===== config.mk =====
export PLATFORM = sky130hd
export DESIGN_NAME = packbits_plane_decoder_top_flat
export DESIGN_NICKNAME = d
export VERILOG_FILES = /design/src/rtl/pbd_pkg.sv /design/src/rtl/pbd_in_if.sv /design/src/rtl/pbd_out_if.sv /design/src/rtl/pbd_cfg_regs.sv /design/src/rtl/pbd_input_reg.sv /design/src/rtl/pbd_decode_core.sv /design/src/rtl/packbits_plane_decoder_top.sv /design/src/flat_wrapper.sv
export SDC_FILE = /design/constraint.sdc
export NUM_CORES = 1
export LEC_CHECK = 0
export BUFFER_PORTS_ARGS = -buffer_cell sky130_fd_sc_hd__buf_2
export CORE_MARGIN = 2
export CORE_UTILIZATION = 50
export CTS_CLUSTER_DIAMETER = 200
export DETAILED_ROUTE_END_ITERATION = 12
export PLACE_DENSITY = 0.75
export SLEW_MARGIN = 20
export SYNTH_ARGS = -nofsm -noshare
export SYNTH_HDL_FRONTEND = slang
export SYNTH_SLANG_ARGS = --single-unit

===== constraint.sdc =====
create_clock -name clk -period 7.9 [get_ports clk]
set_input_delay 1.975 -clock clk [delete_from_list [all_inputs] [get_ports clk]]
set_output_delay 1.975 -clock clk [all_outputs]
set_load 0.03 [all_outputs]

===== src/rtl/pbd_pkg.sv =====
`default_nettype none
// ----------------------------------------------------------------------------
// pbd_pkg: shared types and constants of the PackBits plane decoder
// Holds field widths, configuration register indexes, channel kinds, byte
// lanes and the structs that pass between the decoder modules.
// ----------------------------------------------------------------------------
package pbd_pkg;

    // Field widths
    localparam int DATA_W   = 8;
    localparam int PIX_W    = 23;
    localparam int ROWS_W   = 16;
    localparam int TBL_W    = ROWS_W + 1;
    localparam int KIND_W   = 3;
    localparam int IDX_W    = 22;
    localparam int CNT_W    = 8;
    localparam int LANE_W   = 2;
    localparam int CFG_IX_W = 2;
    localparam int CFG_DW   = PIX_W;

    // Largest plane that the pixel store holds
    localparam int MAX_PIXELS = 4194304;

    // PackBits header codes
    localparam logic [DATA_W-1:0] HDR_NOP = 8'd128;

    // Configuration register indexes
    localparam logic [CFG_IX_W-1:0] CFG_PIXEL_COUNT  = 2'd0;
    localparam logic [CFG_IX_W-1:0] CFG_ROW_COUNT    = 2'd1;
    localparam logic [CFG_IX_W-1:0] CFG_CHANNEL_KIND = 2'd2;

    // Channel kinds
    localparam logic [KIND_W-1:0] KIND_RED     = 3'd0;
    localparam logic [KIND_W-1:0] KIND_GREEN   = 3'd1;
    localparam logic [KIND_W-1:0] KIND_BLUE    = 3'd2;
    localparam logic [KIND_W-1:0] KIND_OPACITY = 3'd3;
    localparam logic [KIND_W-1:0] KIND_BLACK   = 3'd4;

    // Byte lanes of a pixel word
    localparam logic [LANE_W-1:0] LANE_BLUE  = 2'd0;
    localparam logic [LANE_W-1:0] LANE_GREEN = 2'd1;
    localparam logic [LANE_W-1:0] LANE_RED   = 2'd2;
    localparam logic [LANE_W-1:0] LANE_TOP   = 2'd3;

    // Configuration register contents
    typedef struct packed {
        logic [PIX_W-1:0]  pixel_count;
        logic [ROWS_W-1:0] row_count;
        logic [KIND_W-1:0] channel_kind;
    } cfg_t;

    // One input byte held in the input register
    typedef struct packed {
        logic [DATA_W-1:0] data_byte;
        logic              start_plane;
    } in_item_t;

    // Handshake between the input register and the decode core
    typedef struct packed {
        logic     valid;
        in_item_t item;
    } in_slot_t;

    // One write descriptor
    typedef struct packed {
        logic [IDX_W-1:0]  pixel_index;
        logic [CNT_W-1:0]  repeat_count;
        logic [LANE_W-1:0] byte_lane;
        logic [DATA_W-1:0] lane_value;
        logic              replace_lane;
        logic              write_enable;
        logic              run_clipped;
        logic              plane_done;
    } out_item_t;

endpackage
`default_nettype wire


===== src/rtl/pbd_in_if.sv =====
`default_nettype none
// ----------------------------------------------------------------------------
// pbd_in_if: compressed byte channel
// Valid/ready channel carrying one byte of the plane stream and a start mark.
// ----------------------------------------------------------------------------
interface pbd_in_if;
    import pbd_pkg::*;

    logic              valid;
    logic              ready;
    logic [DATA_W-1:0] data_byte;
    logic              start_plane;

    modport source (output valid, output data_byte, output start_plane, input ready);
    modport sink (input valid, input data_byte, input start_plane, output ready);

endinterface
`default_nettype wire


===== src/rtl/pbd_out_if.sv =====
`default_nettype none
// ----------------------------------------------------------------------------
// pbd_out_if: write descriptor channel
// Valid/ready channel carrying one pixel store write descriptor.
// ----------------------------------------------------------------------------
interface pbd_out_if;
    import pbd_pkg::*;

    logic              valid;
    logic              ready;
    logic [IDX_W-1:0]  pixel_index;
    logic [CNT_W-1:0]  repeat_count;
    logic [LANE_W-1:0] byte_lane;
    logic [DATA_W-1:0] lane_value;
    logic              replace_lane;
    logic              write_enable;
    logic              run_clipped;
    logic              plane_done;

    modport source (
        output valid, output pixel_index, output repeat_count, output byte_lane,
        output lane_value, output replace_lane, output write_enable,
        output run_clipped, output plane_done, input ready
    );
    modport sink (
        input valid, input pixel_index, input repeat_count, input byte_lane,
        input lane_value, input replace_lane, input write_enable,
        input run_clipped, input plane_done, output ready
    );

endinterface
`default_nettype wire


===== src/rtl/pbd_cfg_regs.sv =====
`default_nettype none
// ----------------------------------------------------------------------------
// pbd_cfg_regs: configuration registers
// Plain write port for plane size, row count and channel kind.
// ----------------------------------------------------------------------------
module pbd_cfg_regs (
    input  wire logic                         clk,
    input  wire logic                         rst_n,
    input  wire logic                         cfg_wr_en,
    input  wire logic [pbd_pkg::CFG_IX_W-1:0] cfg_index,
    input  wire logic [pbd_pkg::CFG_DW-1:0]   cfg_wr_data,
    output pbd_pkg::cfg_t                     cfg
);
    import pbd_pkg::*;

    cfg_t cfg_reg;
    cfg_t cfg_next;

    // Decode the register index; an unused index writes nothing.
    always_comb
    begin
        cfg_next = cfg_reg;
        if (cfg_wr_en)
        begin
            case (cfg_index)
                CFG_PIXEL_COUNT:  cfg_next.pixel_count  = cfg_wr_data[PIX_W-1:0];
                CFG_ROW_COUNT:    cfg_next.row_count    = cfg_wr_data[ROWS_W-1:0];
                CFG_CHANNEL_KIND: cfg_next.channel_kind = cfg_wr_data[KIND_W-1:0];
                default:          cfg_next = cfg_reg;
            endcase
        end
    end

    always_ff @(posedge clk or negedge rst_n)
    begin
        if (!rst_n)
        begin
            cfg_reg.pixel_count  <= PIX_W'(1);
            cfg_reg.row_count    <= ROWS_W'(1);
            cfg_reg.channel_kind <= KIND_RED;
        end
        else
        begin
            cfg_reg <= cfg_next;
        end
    end

    assign cfg = cfg_reg;

endmodule
`default_nettype wire


===== src/rtl/pbd_input_reg.sv =====
`default_nettype none
// ----------------------------------------------------------------------------
// pbd_input_reg: input register
// Captures one byte transaction and holds it until the decode core takes it.
// ----------------------------------------------------------------------------
module pbd_input_reg (
    input  wire logic     clk,
    input  wire logic     rst_n,
    pbd_in_if.sink        in_stream,
    input  wire logic     take,
    output pbd_pkg::in_slot_t slot
);
    import pbd_pkg::*;

    logic     valid_reg;
    logic     valid_next;
    in_item_t item_reg;
    logic     load;

    // The register is free when empty or when its byte leaves this cycle.
    assign in_stream.ready = !valid_reg || take;
    assign load            = in_stream.valid && in_stream.ready;

    always_comb
    begin
        valid_next = valid_reg;
        if (load)
        begin
            valid_next = 1'b1;
        end
        else if (take)
        begin
            valid_next = 1'b0;
        end
    end

    always_ff @(posedge clk or negedge rst_n)
    begin
        if (!rst_n)
        begin
            valid_reg <= 1'b0;
        end
        else
        begin
            valid_reg <= valid_next;
        end
    end

    // Payload needs no reset.
    always_ff @(posedge clk)
    begin
        if (load)
        begin
            item_reg.data_byte   <= in_stream.data_byte;
            item_reg.start_plane <= in_stream.start_plane;
        end
    end

    assign slot.valid = valid_reg;
    assign slot.item  = item_reg;

endmodule
`default_nettype wire


===== src/rtl/pbd_decode_core.sv =====
`default_nettype none
// ----------------------------------------------------------------------------
// pbd_decode_core: PackBits decode state and result register
// Advances the table skip and PackBits phase by one byte per cycle unless
// the output stalls; registers the descriptor of a literal or run value.
// ----------------------------------------------------------------------------
module pbd_decode_core (
    input  wire logic              clk,
    input  wire logic              rst_n,
    input  wire pbd_pkg::cfg_t     cfg,
    input  wire pbd_pkg::in_slot_t slot,
    output logic                   take,
    pbd_out_if.source              out_stream
);
    import pbd_pkg::*;

    // Decode phases
    localparam logic [2:0] PH_SKIP    = 3'd0;
    localparam logic [2:0] PH_HEADER  = 3'd1;
    localparam logic [2:0] PH_LITERAL = 3'd2;
    localparam logic [2:0] PH_RUNVAL  = 3'd3;
    localparam logic [2:0] PH_DONE    = 3'd4;

    logic [2:0]       phase_reg, phase_next;
    logic [TBL_W-1:0] tbl_left_reg, tbl_left_next;
    logic [CNT_W-1:0] lit_left_reg, lit_left_next;
    logic [CNT_W-1:0] run_len_reg, run_len_next;
    logic [PIX_W-1:0] pos_reg, pos_next;

    logic             res_valid_reg, res_valid_next;
    out_item_t        res_reg;

    logic [DATA_W-1:0] byte_in;
    logic [PIX_W-1:0]  limit;
    logic [PIX_W-1:0]  pos_cur;
    logic [PIX_W-1:0]  left;
    logic [PIX_W-1:0]  want_wide;
    logic [CNT_W-1:0]  want;
    logic [CNT_W-1:0]  cnt;
    logic              emit_req;
    logic              emit_ok;
    logic              clipped;
    logic              skip_done;
    out_item_t         res_new;

    // A byte is decoded when the result register can take its outcome.
    assign take    = slot.valid && (!res_valid_reg || out_stream.ready);
    assign byte_in = slot.item.data_byte;

    // Plane limit is the configured size saturated to the store size.
    assign limit = (cfg.pixel_count > PIX_W'(MAX_PIXELS)) ? PIX_W'(MAX_PIXELS)
                                                          : cfg.pixel_count;

    // Phase update for one byte.
    always_comb
    begin
        phase_next    = phase_reg;
        tbl_left_next = tbl_left_reg;
        lit_left_next = lit_left_reg;
        run_len_next  = run_len_reg;
        pos_cur       = pos_reg;
        emit_req      = 1'b0;
        want          = CNT_W'(1);
        skip_done     = 1'b0;

        // A start mark restarts the plane; the same byte is a table byte unless the table is empty.
        if (slot.item.start_plane)
        begin
            phase_next    = PH_SKIP;
            tbl_left_next = {cfg.row_count, 1'b0};
            lit_left_next = '0;
            run_len_next  = '0;
            pos_cur       = '0;
        end

        // Skip the row byte-count table; an empty table falls through.
        if (phase_next == PH_SKIP)
        begin
            if (tbl_left_next != '0)
            begin
                tbl_left_next = tbl_left_next - TBL_W'(1);
                if (tbl_left_next == '0)
                begin
                    phase_next = PH_HEADER;
                end
                skip_done = 1'b1;
            end
            else
            begin
                phase_next = PH_HEADER;
            end
        end

        if (!skip_done)
        begin
            case (phase_next)
                PH_HEADER:
                begin
                    if (limit <= pos_cur)
                    begin
                        phase_next = PH_DONE;
                    end
                    else if (byte_in < HDR_NOP)
                    begin
                        lit_left_next = byte_in + CNT_W'(1);
                        phase_next    = PH_LITERAL;
                    end
                    else if (byte_in > HDR_NOP)
                    begin
                        run_len_next = CNT_W'(9'd257 - {1'b0, byte_in});
                        phase_next   = PH_RUNVAL;
                    end
                end
                PH_LITERAL:
                begin
                    if (lit_left_next != '0)
                    begin
                        lit_left_next = lit_left_next - CNT_W'(1);
                    end
                    if (lit_left_next == '0)
                    begin
                        phase_next = PH_HEADER;
                    end
                    emit_req = 1'b1;
                end
                PH_RUNVAL:
                begin
                    want         = run_len_next;
                    run_len_next = '0;
                    phase_next   = PH_HEADER;
                    emit_req     = 1'b1;
                end
                default:
                begin
                    emit_req = 1'b0;
                end
            endcase
        end

        // Clip the write against the plane end.
        left      = limit - pos_cur;
        want_wide = {{(PIX_W-CNT_W){1'b0}}, want};
        emit_ok   = emit_req && (pos_cur < limit);
        clipped   = want_wide > left;
        cnt       = clipped ? left[CNT_W-1:0] : want;
        pos_next  = pos_cur;

        if (emit_req && !emit_ok)
        begin
            phase_next = PH_DONE;
        end
        else if (emit_ok)
        begin
            pos_next = pos_cur + {{(PIX_W-CNT_W){1'b0}}, cnt};
            if (want_wide >= left)
            begin
                phase_next = PH_DONE;
            end
        end
    end

    // Lane, value and mode from the channel kind.
    always_comb
    begin
        res_new.pixel_index  = pos_cur[IDX_W-1:0];
        res_new.repeat_count = cnt;
        res_new.run_clipped  = clipped;
        res_new.plane_done   = (want_wide >= left);
        res_new.byte_lane    = LANE_BLUE;
        res_new.lane_value   = byte_in;
        res_new.replace_lane = 1'b0;
        res_new.write_enable = 1'b1;
        case (cfg.channel_kind)
            KIND_RED:     res_new.byte_lane = LANE_RED;
            KIND_GREEN:   res_new.byte_lane = LANE_GREEN;
            KIND_BLUE:    res_new.byte_lane = LANE_BLUE;
            KIND_OPACITY:
            begin
                res_new.byte_lane    = LANE_TOP;
                res_new.lane_value   = ~byte_in;
                res_new.replace_lane = 1'b1;
            end
            KIND_BLACK:   res_new.byte_lane = LANE_TOP;
            default:
            begin
                res_new.lane_value   = '0;
                res_new.write_enable = 1'b0;
            end
        endcase
    end

    // Result register occupancy.
    always_comb
    begin
        res_valid_next = res_valid_reg;
        if (take)
        begin
            res_valid_next = emit_ok;
        end
        else if (out_stream.ready)
        begin
            res_valid_next = 1'b0;
        end
    end

    always_ff @(posedge clk or negedge rst_n)
    begin
        if (!rst_n)
        begin
            phase_reg     <= PH_SKIP;
            tbl_left_reg  <= '0;
            lit_left_reg  <= '0;
            run_len_reg   <= '0;
            pos_reg       <= '0;
            res_valid_reg <= 1'b0;
        end
        else
        begin
            res_valid_reg <= res_valid_next;
            if (take)
            begin
                phase_reg    <= phase_next;
                tbl_left_reg <= tbl_left_next;
                lit_left_reg <= lit_left_next;
                run_len_reg  <= run_len_next;
                pos_reg      <= pos_next;
            end
        end
    end

    // Descriptor payload needs no reset.
    always_ff @(posedge clk)
    begin
        if (take && emit_ok)
        begin
            res_reg <= res_new;
        end
    end

    assign out_stream.valid        = res_valid_reg;
    assign out_stream.pixel_index  = res_reg.pixel_index;
    assign out_stream.repeat_count = res_reg.repeat_count;
    assign out_stream.byte_lane    = res_reg.byte_lane;
    assign out_stream.lane_value   = res_reg.lane_value;
    assign out_stream.replace_lane = res_reg.replace_lane;
    assign out_stream.write_enable = res_reg.write_enable;
    assign out_stream.run_clipped  = res_reg.run_clipped;
    assign out_stream.plane_done   = res_reg.plane_done;

endmodule
`default_nettype wire


===== src/rtl/packbits_plane_decoder_top.sv =====
`default_nettype none
// ----------------------------------------------------------------------------
// packbits_plane_decoder_top: PackBits plane decoder
// Turns the compressed byte stream of one image channel plane into pixel
// store write descriptors.
// ----------------------------------------------------------------------------
// The block takes one compressed byte per clock cycle while the output is
// not stalled and gives at most one write descriptor per byte, by way of
// the input and result registers. A byte with start_plane set begins a new
// plane: 2*row_count table bytes are skipped, then PackBits headers,
// literals and run values are decoded. Each literal byte or run value
// yields one descriptor; a run that passes the end of the plane is cut and
// flagged, and bytes after the plane end are dropped until the next start.
// The rate of one byte per cycle is set by the decode state update between
// the input register and the result register; either register frees
// itself in the cycle its contents move on, so both sides may stall at will.
// Write the configuration registers only while no bytes are in flight.
// ----------------------------------------------------------------------------
module packbits_plane_decoder_top (
    input  wire logic                         clk,
    input  wire logic                         rst_n,
    input  wire logic                         cfg_wr_en,
    input  wire logic [pbd_pkg::CFG_IX_W-1:0] cfg_index,
    input  wire logic [pbd_pkg::CFG_DW-1:0]   cfg_wr_data,
    pbd_in_if.sink                            in_stream,
    pbd_out_if.source                         out_stream
);
    import pbd_pkg::*;

    cfg_t     cfg;
    in_slot_t slot;
    logic     take;

    // Configuration registers
    pbd_cfg_regs u_cfg_regs (
        .clk         (clk),
        .rst_n       (rst_n),
        .cfg_wr_en   (cfg_wr_en),
        .cfg_index   (cfg_index),
        .cfg_wr_data (cfg_wr_data),
        .cfg         (cfg)
    );

    // Input register
    pbd_input_reg u_input_reg (
        .clk       (clk),
        .rst_n     (rst_n),
        .in_stream (in_stream),
        .take      (take),
        .slot      (slot)
    );

    // Decode state and result register
    pbd_decode_core u_decode_core (
        .clk        (clk),
        .rst_n      (rst_n),
        .cfg        (cfg),
        .slot       (slot),
        .take       (take),
        .out_stream (out_stream)
    );

endmodule
`default_nettype wire

===== src/flat_wrapper.sv =====
// flat-port wrapper written by rule: the top's interface ports become plain ports
module packbits_plane_decoder_top_flat import pbd_pkg::*;
  (clk, rst_n, cfg_wr_en, cfg_index, cfg_wr_data, in_stream_valid, in_stream_data_byte, in_stream_start_plane, in_stream_ready, out_stream_valid, out_stream_pixel_index, out_stream_repeat_count, out_stream_byte_lane, out_stream_lane_value, out_stream_replace_lane, out_stream_write_enable, out_stream_run_clipped, out_stream_plane_done, out_stream_ready);
  pbd_in_if in_stream_i ();
  pbd_out_if out_stream_i ();
  input  wire logic clk;
  input  wire logic rst_n;
  input  wire logic cfg_wr_en;
  input  wire logic [pbd_pkg::CFG_IX_W-1:0] cfg_index;
  input  wire logic [pbd_pkg::CFG_DW-1:0] cfg_wr_data;
  input wire logic [$bits(in_stream_i.valid)-1:0] in_stream_valid;
  input wire logic [$bits(in_stream_i.data_byte)-1:0] in_stream_data_byte;
  input wire logic [$bits(in_stream_i.start_plane)-1:0] in_stream_start_plane;
  output wire logic [$bits(in_stream_i.ready)-1:0] in_stream_ready;
  output wire logic [$bits(out_stream_i.valid)-1:0] out_stream_valid;
  output wire logic [$bits(out_stream_i.pixel_index)-1:0] out_stream_pixel_index;
  output wire logic [$bits(out_stream_i.repeat_count)-1:0] out_stream_repeat_count;
  output wire logic [$bits(out_stream_i.byte_lane)-1:0] out_stream_byte_lane;
  output wire logic [$bits(out_stream_i.lane_value)-1:0] out_stream_lane_value;
  output wire logic [$bits(out_stream_i.replace_lane)-1:0] out_stream_replace_lane;
  output wire logic [$bits(out_stream_i.write_enable)-1:0] out_stream_write_enable;
  output wire logic [$bits(out_stream_i.run_clipped)-1:0] out_stream_run_clipped;
  output wire logic [$bits(out_stream_i.plane_done)-1:0] out_stream_plane_done;
  input wire logic [$bits(out_stream_i.ready)-1:0] out_stream_ready;
  assign in_stream_i.valid = in_stream_valid;
  assign in_stream_i.data_byte = in_stream_data_byte;
  assign in_stream_i.start_plane = in_stream_start_plane;
  assign in_stream_ready = in_stream_i.ready;
  assign out_stream_valid = out_stream_i.valid;
  assign out_stream_pixel_index = out_stream_i.pixel_index;
  assign out_stream_repeat_count = out_stream_i.repeat_count;
  assign out_stream_byte_lane = out_stream_i.byte_lane;
  assign out_stream_lane_value = out_stream_i.lane_value;
  assign out_stream_replace_lane = out_stream_i.replace_lane;
  assign out_stream_write_enable = out_stream_i.write_enable;
  assign out_stream_run_clipped = out_stream_i.run_clipped;
  assign out_stream_plane_done = out_stream_i.plane_done;
  assign out_stream_i.ready = out_stream_ready;
  packbits_plane_decoder_top u_core (.clk(clk), .rst_n(rst_n), .cfg_wr_en(cfg_wr_en), .cfg_index(cfg_index), .cfg_wr_data(cfg_wr_data), .in_stream(in_stream_i), .out_stream(out_stream_i));
endmodule

==> metrics.txt, run 1 <==
unrepaired setup endpoints after global routing=no; Worst EP required=8.22 ns; Final #Nets=1,237; hold_buf cts=0; # setup viols final=0; library cells used by synthesis=70; Net Count, Synth=1,171; synth top area cells=dfrtp_1 25%, edfxtp_1 16%, ha_1 6.0%; max-slew violations=0; status=completed; CTS buffer count=17; Top Layer Used=met4; Tcrit/Tclk final=0.914; Worst VDD drop=0.000168 V; register bit total from synthesis=156; start point of the critical path=u_core.u_cfg_regs.cfg[41]; buffers added on ports=84; total congestion overflow=0; WP buf/inv=3; fill count=1,729; CP max stage delay=0.54 ns; Data arrival, critical path=7.54 ns; GP Congestion=0.947; Clock Tree Buf Depth=2; antenna violations before repair=0; Crit Path Class=register to register; post-place setup slack=0.738 ns; area grow syn2layout=12.2%; worst-margin pin slew=1.05 ns; Die Y=146 um; cells after synthesis=1,082; clk_lat worst skew=0.44 ns; Antenna diodes=0; cell area power density=254 mW/mm^2; Iteration-0 DRC Markers=750; max reg flops=42; commonest non-fill, non-tap cell in the layout=nand2_1; Vias=8,275; Hold Path Class=register to register; CP delay by family, top=simple AND/OR/NAND/NOR gates; Core Area=0.0196 mm^2; WL met2=11.3 mm; root buf cell=clkbuf_16; Fmax=139 MHz; total negative slack=0 ns; share of cells above drive strength 1=0.158; Metal-1 WL=11.6 mm; Synth area leader=dfrtp_1; main flop type after synthesis=dfrtp_1; Die Width=146 um; post-DP HPWL=18.2 mm; Post-Syn Area=0.0101 mm^2; hold_sp=u_core.u_decode_core.tbl_left_reg[16]; Lkg Pwr=4.89 nW; commonest non-fill, non-tap cells in the layout=128 x nand2_1, 101 x dfrtp_1, 83 x buf_2; final wirelength=24.8 mm; worst r2r src=u_core.u_cfg_regs.cfg[41]; TritonCTS clock tree=yes; Clock Skew=0.0103 ns; total track usage=0.236; crit path setup slack, layout=0.683 ns; Syn Area/Cell=9.29 um^2; die footprint=0.0213 mm^2; CP max-delay cell=dfrtp_1; area share of the largest cell type after synthesis=0.251; Period minus WS final=7.22 ns; Pre-antenna DRT Iters=5; Rows=51; Max H-tree Level=4; post-route ant nets=0; vias per cell=5.80; vias in the first global route=7,880; ys async rst share=0.660; global-route wire length before repair=40.4 mm; relative slew slack=0.296; Starting Density=0.513; DRC Markers=0; sequential fraction of the synthesis area=0.415; largest net degree at the start of global routing=83; Avg WL per Cell=17.4 um; CTS Sinks=156; crit start category=register; number of enable flip-flop cells after synthesis=53; Critical Path Sink Type=register; Max Cap Viol=0; Ys Warns=0; clock-pin slew on the worst setup and hold paths=0.06 ns; endpoints failing hold=0; Detail Route met3 WL=1.39 mm; critical path peak fanout=14; io pins=85
[routing by layer]
layer / vias up / global-route usage
met4: 0 / 0.0760
met1: 3969 / 0.337
met2: 261 / 0.366
li1: 4002 / -
met5: - / 0
met3: 43 / 0.0398
[cell type report]
| cell class | count | area [um^2] | area share |
|---|---|---|---|
| clock buffers | 19 | 443 | 0.0393 |
| flip-flops and latches | 156 | 4170 | 0.370 |
| well taps | 265 | 332 | 0.0294 |
| multi-input cells | 821 | 5490 | 0.487 |
| repair buffers | 95 | 505 | 0.0448 |
| inverters | 57 | 214 | 0.0190 |
| clock inverters | 13 | 115 | 0.0102 |
[path summary, 6_finish.rpt]
check,endpoint,slack [ns],cells after the start
worst max-delay path,u_core.u_decode_core.pos_reg[22],0.68,29
min in group asynchronous,u_core.u_decode_core.lit_left_reg[4],1.53,1
worst min register to register,u_core.u_decode_core.tbl_left_reg[16],0.49,2
max in group asynchronous,u_core.u_decode_core.pos_reg[8],5.18,2
worst min-delay path,u_core.u_decode_core.tbl_left_reg[16],0.49,2
worst max register to register,u_core.u_decode_core.pos_reg[22],0.68,29
[synth_stat cells (27+ instances only)]
library cell and count:
nand2_1 128, dfrtp_1 101, nor2_1 73, o21ai_0 71, a21oi_1 67, inv_1 57
edfxtp_1 53, ha_1 48, mux2_2 43, xnor2_1 37, clkbuf_1 34, mux2i_1 34
nor3_1 30, xor2_1 27
[worst min-delay path: stages (launching register included)]
cell and delay [ns]:
dfrtp_1 0.34, nand2_1 0.05, o21ai_0 0.07
[logic make-up after synthesis]
group                    synth area share
AO/OA/AOI/OAI                       0.153
adder cells (fa/ha/maj)            0.0647
AND/OR/NAND/NOR                     0.187
flip-flops                          0.415
XOR/XNOR                           0.0558
buffers and inverters              0.0408
multiplexers                       0.0832
[per-stage QoR]
step	cells	utilization	power, mW	hold slack, ns	instance area (um^2)
floorplan	1082	-	1.82	0.449	10100
global placement	1394	0.547	2.05	0.462	10700
detailed placement	1394	0.547	2.08	0.477	10700
CTS	1426	0.575	2.87	0.491	11300
global route	1426	0.576	3.05	0.518	11300
finish	1426	0.576	2.87	0.491	11300
[what timing repair did]
| item | 4_1_cts | 5_1_grt |
|---|---|---|
| resized for setup | 0 | 1 |
| setup buffers | 0 | 0 |
| endpoints found under the hold margin | 0 | 0 |
| endpoints found under the setup margin | 0 | 2 |
[report_power, final]
part           leakage (nW)  switching [mW]  internal (mW)
Sequential             1.80           0.128          0.955
Combinational          2.82           0.593          0.406
Clock                 0.268           0.344          0.443
Power figures use the tool's default switching activity.
==> inputs of run 2 (changes only) <==
--- a/config.mk
+++ b/config.mk
@@ -5,12 +5,12 @@
 export SDC_FILE = /design/constraint.sdc
 export NUM_CORES = 1
 export LEC_CHECK = 0
-export BUFFER_PORTS_ARGS = -buffer_cell sky130_fd_sc_hd__buf_2
 export CORE_MARGIN = 2
 export CORE_UTILIZATION = 50
 export CTS_CLUSTER_DIAMETER = 200
 export DETAILED_ROUTE_END_ITERATION = 12
-export PLACE_DENSITY = 0.75
+export DONT_BUFFER_PORTS = 1
+export PLACE_DENSITY = 0.71
 export SLEW_MARGIN = 20
 export SYNTH_ARGS = -nofsm -noshare
 export SYNTH_HDL_FRONTEND = slang
==> run 2 against run 1 <==
Via count fell by 5.0%. Sequential share of layout area up 1.5 points. Die area did not move. Setup slack worse by 0.088 ns. Core utilization fell by 2.2 points. Sequential cell count stayed put. Critical path depth unchanged. First-iteration DRC count down 24%. Maximum frequency decreased by 1.2%. Critical path type unchanged. Largest cell class unchanged. Largest power group unchanged.
==> metrics.txt, run 2 (same netlist as run 1, synthesis figures left out) <==
status=completed (unchanged); Clock Tree Buf Depth=2 (unchanged); DRC Markers=0 (unchanged); # setup viols final=0 (unchanged); Data arrival, critical path=7.63 ns (was 7.54 ns); GP Congestion=0.920 (was 0.947); final instance area=0.0108 mm^2 (was 0.0113 mm^2); commonest non-fill, non-tap cell in the layout=nand2_1 (unchanged); vias in the first global route=7,437 (was 7,880); CP max-delay cell=dfrtp_1 (unchanged); Lkg Pwr=4.56 nW (was 4.89 nW); Core Area=0.0196 mm^2 (unchanged); buffers added on ports=0 (was 84); WP buf/inv=3 (unchanged); critical path peak fanout=14 (unchanged); clock-pin slew on the worst setup and hold paths=0.07 ns (was 0.06 ns); largest net degree at the start of global routing=104 (was 83); post-DP HPWL=17.7 mm (was 18.2 mm); CP delay by family, top=simple AND/OR/NAND/NOR gates (unchanged); post-route non-filler standard cell count=1,343 (was 1,426); dpl cells=1,310 (was 1,394); Max H-tree Level=4 (unchanged); Hold Path Class=register to register (unchanged); commonest non-fill, non-tap cells in the layout=128 x nand2_1, 101 x dfrtp_1, 72 x nor2_1 (was 128 x nand2_1, 101 x dfrtp_1, 83 x buf_2); area grow syn2layout=7.90% (was 12.2%); post-CTS setup buffer count=0 (unchanged); global-route wire length before repair=39.8 mm (was 40.4 mm); clk_lat worst skew=0.44 ns (about the same); Avg WL per Cell=18.0 um (was 17.4 um); Critical Path Sink Type=register (unchanged); Vias=7,865 (was 8,275); Final #Nets=1,153 (was 1,237); Min Hold Slack=0.479 ns (was 0.491 ns); max reg flops=42 (unchanged); antenna violations before repair=1 (was 0); total congestion overflow=0 (unchanged); CP max stage delay=0.55 ns (was 0.54 ns); Tcrit/Tclk final=0.925 (was 0.914); Clock Skew=0.00929 ns (was 0.0103 ns); total negative slack=0 ns (unchanged); Post-CTS Resized=0 (unchanged); root buf cell=clkbuf_16 (unchanged); Rows=51 (unchanged); io pins=85 (unchanged); Crit Path Class=register to register (unchanged); worst-margin pin slew=1.01 ns (was 1.05 ns); endpoints failing hold=0 (unchanged); Max Cap Viol=0 (unchanged); max-slew violations=0 (unchanged); Pre-antenna DRT Iters=5 (unchanged); Worst EP required=8.22 ns (about the same); die footprint=0.0213 mm^2 (unchanged); Placed Area=0.0103 mm^2 (was 0.0107 mm^2); hold_buf cts=0 (unchanged); relative slew slack=0.327 (was 0.296); cell mode on critical path=o21ai_0; Die Width=146 um (unchanged); TritonCTS clock tree=yes (unchanged); vias per cell=5.86 (was 5.80); total track usage=0.232 (was 0.236); Worst VDD drop=0.000177 V (was 0.000168 V); cell area power density=260 mW/mm^2 (was 254 mW/mm^2); final wirelength=24.2 mm (was 24.8 mm); Starting Density=0.513 (unchanged); CTS Sinks=156 (unchanged); CTS buffer count=17 (unchanged); Fmax=137 MHz (was 139 MHz); post-route ant nets=0 (unchanged); Die Y=146 um (unchanged); crit start category=register (unchanged); Iteration-0 DRC Markers=571 (was 750); Period minus WS final=7.30 ns (was 7.22 ns); share of cells above drive strength 1=0.0938 (was 0.158)
run 2: cell count changes in the layout (fill, tap and decap cells not counted):
cell | before | now
clkinv_2 | 3 | 2
clkinvlp_4 | 3 | 2
bufinv_16 | 1 | 0
buf_4 | 12 | 11
diode_2 | 0 | 1
clkinv_1 | 1 | 0
inv_8 | 0 | 1
buf_2 | 83 | 0
inv_6 | 4 | 6
clkinv_4 | 1 | 2
run 2: final timing paths:
| path | to | cells past startpoint | slack [ns] | start |
|---|---|---|---|---|
| max | u_core.u_decode_core.pos_reg[22] | 29 | 0.60 | u_core.u_cfg_regs.cfg[41] |
| min | u_core.u_decode_core.tbl_left_reg[16] | 2 | 0.48 | u_core.u_decode_core.tbl_left_reg[16] |
| max reg2reg | u_core.u_decode_core.pos_reg[22] | 29 | 0.60 | u_core.u_cfg_regs.cfg[41] |
| min reg2reg | u_core.u_decode_core.tbl_left_reg[16] | 2 | 0.48 | u_core.u_decode_core.tbl_left_reg[16] |
| max in group asynchronous | u_core.u_cfg_regs.cfg[19] | 0 | 6.43 | rst_n |
| min in group asynchronous | u_core.u_decode_core.lit_left_reg[1] | 0 | 1.24 | rst_n |
run 2: cell type report:
class	instances	area (um^2)
multi-input combinational	821	5490
clock buffer	19	443
tap	265	332
antenna	1	2.50
timing repair buffer	11	82.6
clock inverter	13	106
inverter	57	214
sequential	156	4170
fill	1730	8740
run 2: through the flow:
step	worst slack (ns)	power, mW	util
floorplan	0.689	1.82	-
global placement	0.890	2.02	0.525
detailed placement	0.644	2.04	0.525
CTS	0.569	2.82	0.553
global route	-0.0138	2.99	0.553
finish	0.596	2.82	0.554
run 2: metal layers:
| layer | track usage | vias to the layer above | part of all wire | wire (um) |
|---|---|---|---|---|
| li1 | - | 3833 | - | - |
| met1 | 0.331 | 3810 | 0.48 | 11600 |
| met2 | 0.358 | 198 | 0.45 | 10900 |
| met3 | 0.0517 | 24 | 0.056 | 1360 |
| met4 | 0.0608 | 0 | 0.016 | 398 |
| met5 | 0 | - | 0 | 0 |
run 2: power breakdown:
group	leakage, nW	internal (mW)	switching, mW
Clock	0.267	0.418	0.357
Combinational	2.49	0.392	0.544
Sequential	1.80	0.956	0.149
Total	4.56	1.77	1.05
run 2: tightest hold or removal path, delay by kind of cell, from the launching register on:
kind,cells,cell delay (ns)
compound gates,1,0.06
flops,1,0.34
simple gates,1,0.05
